<file path="src/hw/rtl/bsag_pkg.sv">
// ----------------------------------------------------------------------------
// bsag_pkg
// Shared types and constants of the broadcast strided address generator:
// default sizes, offset width, operand numbering and register map.
// ----------------------------------------------------------------------------
package bsag_pkg;

   // default sizes of the walker
   localparam int DEF_MAX_AXES    = 4;
   localparam int DEF_DIM_BITS    = 16;
   localparam int DEF_STRIDE_BITS = 16;

   // fixed widths of the item fields and of the register port
   localparam int OFFSET_BITS   = 34;
   localparam int CSR_DATA_BITS = 64;
   localparam int CSR_ADDR_BITS = 6;
   localparam int RANK_BITS     = 3;
   localparam int MASK_BITS     = 4;

   // operands that carry an offset
   localparam int NUM_OPERANDS = 3;
   localparam int OPD_LHS      = 0;
   localparam int OPD_RHS      = 1;
   localparam int OPD_OUT      = 2;

   typedef logic [OFFSET_BITS-1:0] offset_type;

   // register index, taken from paddr[5:3]
   typedef enum logic [2:0] {
      REG_ACTIVE_RANK        = 3'd0,
      REG_OUT_DIMS           = 3'd1,
      REG_LHS_STRIDES        = 3'd2,
      REG_RHS_STRIDES        = 3'd3,
      REG_OUT_STRIDES        = 3'd4,
      REG_LHS_BROADCAST_MASK = 3'd5,
      REG_RHS_BROADCAST_MASK = 3'd6
   } reg_index_type;

endpackage

</file>
<file path="src/hw/rtl/bsag_regs.sv">
// ----------------------------------------------------------------------------
// bsag_regs
// Register file behind the APB-style port. Holds the shape, stride and
// broadcast registers and unpacks them into per-axis sizes and effective
// strides (zero where an operand is broadcast).
// ----------------------------------------------------------------------------
module bsag_regs
   import bsag_pkg::*;
#(
   parameter int MAX_AXES    = DEF_MAX_AXES,
   parameter int DIM_BITS    = DEF_DIM_BITS,
   parameter int STRIDE_BITS = DEF_STRIDE_BITS
) (
   input  logic                     clock,
   input  logic                     reset,
   input  logic                     psel,
   input  logic                     penable,
   input  logic                     pwrite,
   input  logic [CSR_ADDR_BITS-1:0] paddr,
   input  logic [CSR_DATA_BITS-1:0] pwdata,
   output logic [CSR_DATA_BITS-1:0] prdata,
   output logic                     pready,
   output logic                     cfg_write,
   output logic [MAX_AXES-1:0]      axis_active,
   output logic [DIM_BITS-1:0]      dims [MAX_AXES],
   output logic [STRIDE_BITS-1:0]   eff_stride [NUM_OPERANDS][MAX_AXES]
);

   localparam int DIM_PAD_BITS    = CSR_DATA_BITS + MAX_AXES * DIM_BITS;
   localparam int STRIDE_PAD_BITS = CSR_DATA_BITS + MAX_AXES * STRIDE_BITS;

   logic [RANK_BITS-1:0]     active_rank_ff;
   logic [CSR_DATA_BITS-1:0] out_dims_ff;
   logic [CSR_DATA_BITS-1:0] lhs_strides_ff;
   logic [CSR_DATA_BITS-1:0] rhs_strides_ff;
   logic [CSR_DATA_BITS-1:0] out_strides_ff;
   logic [MASK_BITS-1:0]     lhs_mask_ff;
   logic [MASK_BITS-1:0]     rhs_mask_ff;

   reg_index_type            reg_sel;

   logic [DIM_PAD_BITS-1:0]    dims_pad;
   logic [STRIDE_PAD_BITS-1:0] stride_pad [NUM_OPERANDS];

   assign pready    = 1'b1;
   assign reg_sel   = reg_index_type'(paddr[5:3]);
   assign cfg_write = psel & penable & pwrite;

   // register writes
   always_ff @(posedge clock) begin
      if (reset) begin
         active_rank_ff <= '0;
         out_dims_ff    <= '0;
         lhs_strides_ff <= '0;
         rhs_strides_ff <= '0;
         out_strides_ff <= '0;
         lhs_mask_ff    <= '0;
         rhs_mask_ff    <= '0;
      end else if (cfg_write) begin
         unique case (reg_sel)
            REG_ACTIVE_RANK:        active_rank_ff <= pwdata[RANK_BITS-1:0];
            REG_OUT_DIMS:           out_dims_ff    <= pwdata;
            REG_LHS_STRIDES:        lhs_strides_ff <= pwdata;
            REG_RHS_STRIDES:        rhs_strides_ff <= pwdata;
            REG_OUT_STRIDES:        out_strides_ff <= pwdata;
            REG_LHS_BROADCAST_MASK: lhs_mask_ff    <= pwdata[MASK_BITS-1:0];
            REG_RHS_BROADCAST_MASK: rhs_mask_ff    <= pwdata[MASK_BITS-1:0];
            default: ;
         endcase
      end
   end

   // read back
   always_comb begin
      unique case (reg_sel)
         REG_ACTIVE_RANK:        prdata = CSR_DATA_BITS'(active_rank_ff);
         REG_OUT_DIMS:           prdata = out_dims_ff;
         REG_LHS_STRIDES:        prdata = lhs_strides_ff;
         REG_RHS_STRIDES:        prdata = rhs_strides_ff;
         REG_OUT_STRIDES:        prdata = out_strides_ff;
         REG_LHS_BROADCAST_MASK: prdata = CSR_DATA_BITS'(lhs_mask_ff);
         REG_RHS_BROADCAST_MASK: prdata = CSR_DATA_BITS'(rhs_mask_ff);
         default:                prdata = '0;
      endcase
   end

   // slots past the top of a register read as zero
   assign dims_pad            = {{(MAX_AXES*DIM_BITS){1'b0}}, out_dims_ff};
   assign stride_pad[OPD_LHS] = {{(MAX_AXES*STRIDE_BITS){1'b0}}, lhs_strides_ff};
   assign stride_pad[OPD_RHS] = {{(MAX_AXES*STRIDE_BITS){1'b0}}, rhs_strides_ff};
   assign stride_pad[OPD_OUT] = {{(MAX_AXES*STRIDE_BITS){1'b0}}, out_strides_ff};

   // per-axis unpacking, rank clamped by the axis count
   for (genvar s = 0; s < MAX_AXES; s++) begin : g_axis
      logic lhs_bcast;
      logic rhs_bcast;

      if (s < MASK_BITS) begin : g_mask
         assign lhs_bcast = lhs_mask_ff[s];
         assign rhs_bcast = rhs_mask_ff[s];
      end else begin : g_nomask
         assign lhs_bcast = 1'b0;
         assign rhs_bcast = 1'b0;
      end

      assign axis_active[s] = ({1'b0, active_rank_ff} > (RANK_BITS+1)'(s));
      assign dims[s]        = dims_pad[s*DIM_BITS +: DIM_BITS];

      assign eff_stride[OPD_LHS][s] =
         lhs_bcast ? '0 : stride_pad[OPD_LHS][s*STRIDE_BITS +: STRIDE_BITS];
      assign eff_stride[OPD_RHS][s] =
         rhs_bcast ? '0 : stride_pad[OPD_RHS][s*STRIDE_BITS +: STRIDE_BITS];
      assign eff_stride[OPD_OUT][s] = stride_pad[OPD_OUT][s*STRIDE_BITS +: STRIDE_BITS];
   end

endmodule

</file>
<file path="config.mk">
export PLATFORM = sky130hd
export DESIGN_NAME = bsag_regs
export DESIGN_NICKNAME = d
export VERILOG_FILES = /design/src/hw/rtl/bsag_pkg.sv /design/src/hw/rtl/bsag_regs.sv
export SDC_FILE = /design/constraint.sdc
export NUM_CORES = 1
export LEC_CHECK = 0
export BUFFER_PORTS_ARGS = -buffer_cell sky130_fd_sc_hd__buf_2
export CORE_MARGIN = 5
export CORE_UTILIZATION = 44
export CTS_CLUSTER_SIZE = 12
export DETAILED_ROUTE_END_ITERATION = 8
export PLACE_DENSITY = 0.71
export SLEW_MARGIN = 5
export SYNTH_ARGS = -nofsm -noshare
export SYNTH_HDL_FRONTEND = slang
export SYNTH_SLANG_ARGS = --single-unit
export TNS_END_PERCENT = 5
</file>
<file path="constraint.sdc">
create_clock -name clock -period 1.6 [get_ports clock]
set_clock_uncertainty 0.1 [all_clocks]
set_input_delay 0.16 -clock clock [delete_from_list [all_inputs] [get_ports clock]]
set_output_delay 0.16 -clock clock [all_outputs]
set_load 0.005 [all_outputs]
</file>
# Yosys cells after proc, flatten, opt, wreduce, memory -nomap -nowiden
# Index checks and enable logic that the tools add are counted.
# classes
n_addsub,0
n_mul,0
div_mod_pow,0
n_lt_le_gt_ge,4
n_eq_ne,6
shifts,0
n_mux,9
bitwise_logic,2
n_reduce_logical,8
# ops
op,count
case mux 64 bit (7 select lines),1
2-to-1 mux 16 bit,8
AND reduction 2 bit,7
equality test 3 bit (second input constant),3
equality test 3 x 2 -> 1 bit (second input constant),2
> comparator 3 x 1 -> 1 bit (second input constant),2
> comparator 3 x 2 -> 1 bit (second input constant),2
equality test 3 x 1 -> 1 bit (second input constant),1
logical NOT 3 bit,1
bitwise AND 1 bit,2
# word_totals
regBits,267
latchBits,0
mem_bits_rw,0
mem_bits_ro,0
input_bits,75
out_inout_bits,326
elab_cells,36
mem_count,0

# Longest topological paths before layout
# logic_depth
depth_word,3
ltp_mapped,6
depth_no_buf,3

# Least setup slack after synthesis
# OpenSTA, ideal clock, no wires.
# synth_path
path_kind,in2out
from,input paddr[4]
to,output prdata[19]
arrival_time_ns,1.131
required_ns,1.340
slack_ns,0.209
path_stages,6
n_path_buf,3
cell_sequence,buf_2 > nor2b_1 > buf_2 > clkbuf_1 > a22oi_1 > o22ai_1
# synth_between
elab_chain_cells,2
word_cells_on_any_way,8
cone_classes,eq/ne: 6; mux: 1; reduce/logical: 1
# synth_lines
element,line_no,text
from (decl),bsag_regs.sv:19,"input logic [CSR_ADDR_BITS-1:0] paddr,"
"equality test 3 bit, or another cell as far along",bsag_regs.sv:75,unique case (reg_sel)
case mux 64 bit (7 select lines) *,bsag_regs.sv:75,
to (decl),bsag_regs.sv:21,"output logic [CSR_DATA_BITS-1:0] prdata,"
# Mark *: on every way between the ends. The rest lies on a longest branch, timed or not.

# Final worst setup path
# layout_path
from,register rhs_mask_ff[1]
to,output prdata[1]
# layout_between
elab_chain_cells,1
# layout_lines
element,line_no,text
from (decl),bsag_regs.sv:38,logic [MASK_BITS-1:0] rhs_mask_ff;
from (signal assigned),bsag_regs.sv:67,REG_RHS_BROADCAST_MASK: rhs_mask_ff <= pwdata[MASK_BITS-1:0];
case mux 64 bit (7 select lines),bsag_regs.sv:75,
# Every way passes these cells.

==> impl_results.md <==
- RR Endpoint: rhs_mask_ff[3]
- Worst Hold Depth: 3
- CORE AREA: 0.0297 mm²
- Final hold violations: 0
- Vias in the first global route: 12.3k
- Data required, critical path: 1.34 ns
- Worst hold path class: input port to flop
- Die height: 184 µm
- Distinct cell type count after synthesis: 32
- Drt via density: 5.34
- H-tree levels: 1
- Fin area: 0.0180 mm²
- Area delta synth->final: 35.4%
- Failing checks: setup timing
- Hold WS: 0.0387 ns
- Diode count: 0
- Die footprint: 0.0338 mm²
- R2R Setup Slk: 0.60 ns
- Antenna Nets Post-Route: 0
- Largest net degree at the start of global routing: 116
- Share of cells above drive strength 1: 36.9%
- Setup WS post-layout: -0.267 ns
- DP Area: 0.0158 mm²
- Layout fillers: 2479
- PortBufs: 396
- Global route overflow: 0
- CTS clk-pin slew, worst paths: 0.06 ns
- Total power: 14.9 mW
- HP Start: pwdata[1]
- Crit Path Max Fanout: 2
- Routed len/inst: 19.9 µm
- CTS tree: yes
- CTS sink cnt: 267
- PwrDens: 829 mW/mm²
- Seq cells post-synth: 267
- DRC viols: 0
- Final Net Count: 1854
- Worst r2r src: rhs_mask_ff[3]
- Crit. End Element: output pin
- Rows: 63
- Post-DP HPWL: 29.7 mm
- Cell Area, Synth: 0.0133 mm²
- Mapped Cells: 1337
- WHS Endpoint: out_strides_ff[1]
- Fin util: 60.5%
- Root buffer cell: clkbuf_16
- Crit path launch type: flop
- Static leakage: 9.20 nW
- Arrival time worst endpoint: 1.61 ns
- Die W: 184 µm
- Fin crit share: 117%
- CTS Buf Count: 30
- Max-slew violation count: 0
- Max cap viols: 0
- DRT iter0 DRCs: 659
- GPL Wtd Cong: 0.862
- Syn nets: 1412
- Max Clk Rate: 0.536 GHz
- RSZ-0062 raised after global routing: yes
- IO Pins: 401
- First-pass GRT wire length: 67.4 mm
- Starting Density: 44.7%
- Total GRT Usage: 24.4%
- Vias: 11.7k
- Total wire length: 43.6 mm
- Crit Path Category: flop to output pin
- Crit path time final: 1.87 ns
- First-pass iteration count of the detailed router: 5
- Later-pin clock latency in the skew report: 0.54 ns
- # setup viols final: 51
- FF-to-FF path depth: 4
- Initial antenna violation count: 0
- Clk buf depth: 3
- VDD IR max: 0.696 mV
- Seq/Total Area, Yosys: 40.3%
- Yosys Warn Count: 0
- Status: finished, violations left
- Syn Area/Cell: 9.93 µm²
## cells in the final DEF (no fill, tap or decap), drive strengths merged
| cell type | count |
|---|---|
| nor2b | 131 |
| inv | 3 |
| o21a | 1 |
| a21oi | 2 |
| and4b | 1 |
| nand2b | 332 |
| o221a | 1 |
| buf | 459 |
| bufinv | 3 |
| a21o | 1 |
| a32oi | 2 |
| nor2 | 2 |
| and2 | 1 |
| and4 | 1 |
| clkinv | 5 |
| mux2 | 2 |
| conb | 1 |
| a221oi | 1 |
| dfxtp | 267 |
| nand2 | 6 |
| or3 | 3 |
| mux2i | 334 |
| nand3 | 5 |
| a22oi | 60 |
| or2 | 1 |
| o22ai | 60 |
| clkbuf | 41 |
| clkinvlp | 3 |
| dlygate4sd3 | 65 |
| o221ai | 1 |
| nand4 | 2 |
| and3 | 2 |
## report_power, final
| group | internal [mW] | total (mW) | switching (mW) |
|---|---|---|---|
| Sequential | 6.70 | 6.74 | 0.0447 |
| Clock | 4.22 | 6.94 | 2.72 |
| Combinational | 0.584 | 1.21 | 0.621 |
| Total | 11.5 | 14.9 | 3.39 |
## per-stage QoR
| stage | setup TNS (ns) | cells | setup WS (ns) |
|---|---|---|---|
| after floorplan | 0 | 1337 | 0.209 |
| after global placement | -2.45 | 2063 | -0.101 |
| after detailed placement | -2.86 | 2063 | -0.105 |
| after CTS | -2.94 | 2184 | -0.250 |
| after global routing | -7.68 | 2189 | -0.300 |
| final | -2.24 | 2189 | -0.267 |
## worst max-delay path, stage by stage (launching register included)
cell and delay (ns):
dfxtp_2 0.34, mux2_4 0.27, a32oi_2 0.17, nand4_1 0.12, buf_2 0.16
## worst max path at each step
stage / start / endpoint / slack (ns)
after floorplan: paddr[4] / prdata[19] / 0.21
after global placement: paddr[5] / prdata[33] / -0.10
after detailed placement: paddr[5] / prdata[33] / -0.11
after CTS: lhs_strides_ff[1] / prdata[1] / -0.25
after global routing: rhs_mask_ff[1] / prdata[1] / -0.30
final: rhs_mask_ff[1] / prdata[1] / -0.27
## final cells by class
| cell class | count | area (µm²) | area share, % |
|---|---|---|---|
| Timing Repair Buffer | 524 | 3450 | 19.2 |
| Multi-Input combinational cell | 953 | 7560 | 42.0 |
| Clock inverter | 11 | 138 | 0.766 |
| Clock buffer | 41 | 863 | 4.80 |
| Tap cell | 390 | 488 | 2.72 |
| Sequential cell | 267 | 5470 | 30.4 |
| Inverter | 3 | 11.3 | 0.0627 |
## what timing repair did
item | 4_1_cts | 5_1_grt
setup endpoints to repair | 137 | 169
setup buffers | 4 | 5
hold endpoints to repair | 260 | 0
hold buffers | 65 | 0
pin swaps | 16 | 11
cloned | 0 | 0
resized for setup | 77 | 92
## synth_stat cells
| library cell | n | area [µm²] |
|---|---|---|
| a21o_1 | 1 | 7.51 |
| a21oi_1 | 2 | 10.0 |
| a221oi_1 | 1 | 8.76 |
| a22oi_1 | 60 | 450 |
| a32oi_1 | 2 | 17.5 |
| and2_1 | 1 | 6.26 |
| and3_1 | 2 | 12.5 |
| and4_1 | 1 | 8.76 |
| and4b_1 | 1 | 10.0 |
| buf_1 | 5 | 18.8 |
| buf_2 | 18 | 90.1 |
| buf_4 | 8 | 60.1 |
| buf_6 | 19 | 214 |
| clkbuf_1 | 64 | 240 |
| conb_1 | 1 | 3.75 |
| dfxtp_1 | 267 | 5350 |
| inv_1 | 3 | 11.3 |
| mux2_2 | 2 | 22.5 |
| mux2i_1 | 334 | 3340 |
| nand2_1 | 4 | 15.0 |
| nand2_2 | 2 | 12.5 |
| nand2b_1 | 332 | 2080 |
| nand3_1 | 5 | 25.0 |
| nand4_1 | 2 | 12.5 |
| nor2_1 | 2 | 7.51 |
| nor2b_1 | 131 | 820 |
| o21a_1 | 1 | 7.51 |
| o221a_2 | 1 | 11.3 |
| o221ai_1 | 1 | 8.76 |
| o22ai_1 | 60 | 375 |
| or2_2 | 1 | 6.26 |
| or3_1 | 3 | 18.8 |
## registers in the layout, indices dropped and copies added, names as in the netlist
register,cells
lhs_strides_ff,64
out_dims_ff,64
rhs_strides_ff,64
lhs_mask_ff,4
out_strides_ff,64
rhs_mask_ff,4
active_rank_ff,3
## layer usage
layer | global-route usage (%) | vias up | routed length (µm) | part of all wire [%]
li1 | - | 5473 | - | -
met1 | 30.8 | 5676 | 18300 | 42
met2 | 43.0 | 473 | 21400 | 49
met3 | 4.12 | 67 | 3000 | 6.9
met4 | 7.04 | 0 | 951 | 2.2
met5 | 0 | - | 0 | 0
## kinds of logic after synthesis
logic type | synth area share [%]
simple gates | 22.8
flops | 40.3
compound gates | 6.76
other cells | 0.0282
buf+inv | 4.78
mux | 25.3
Note: power is estimated with default switching activity, not from simulation.
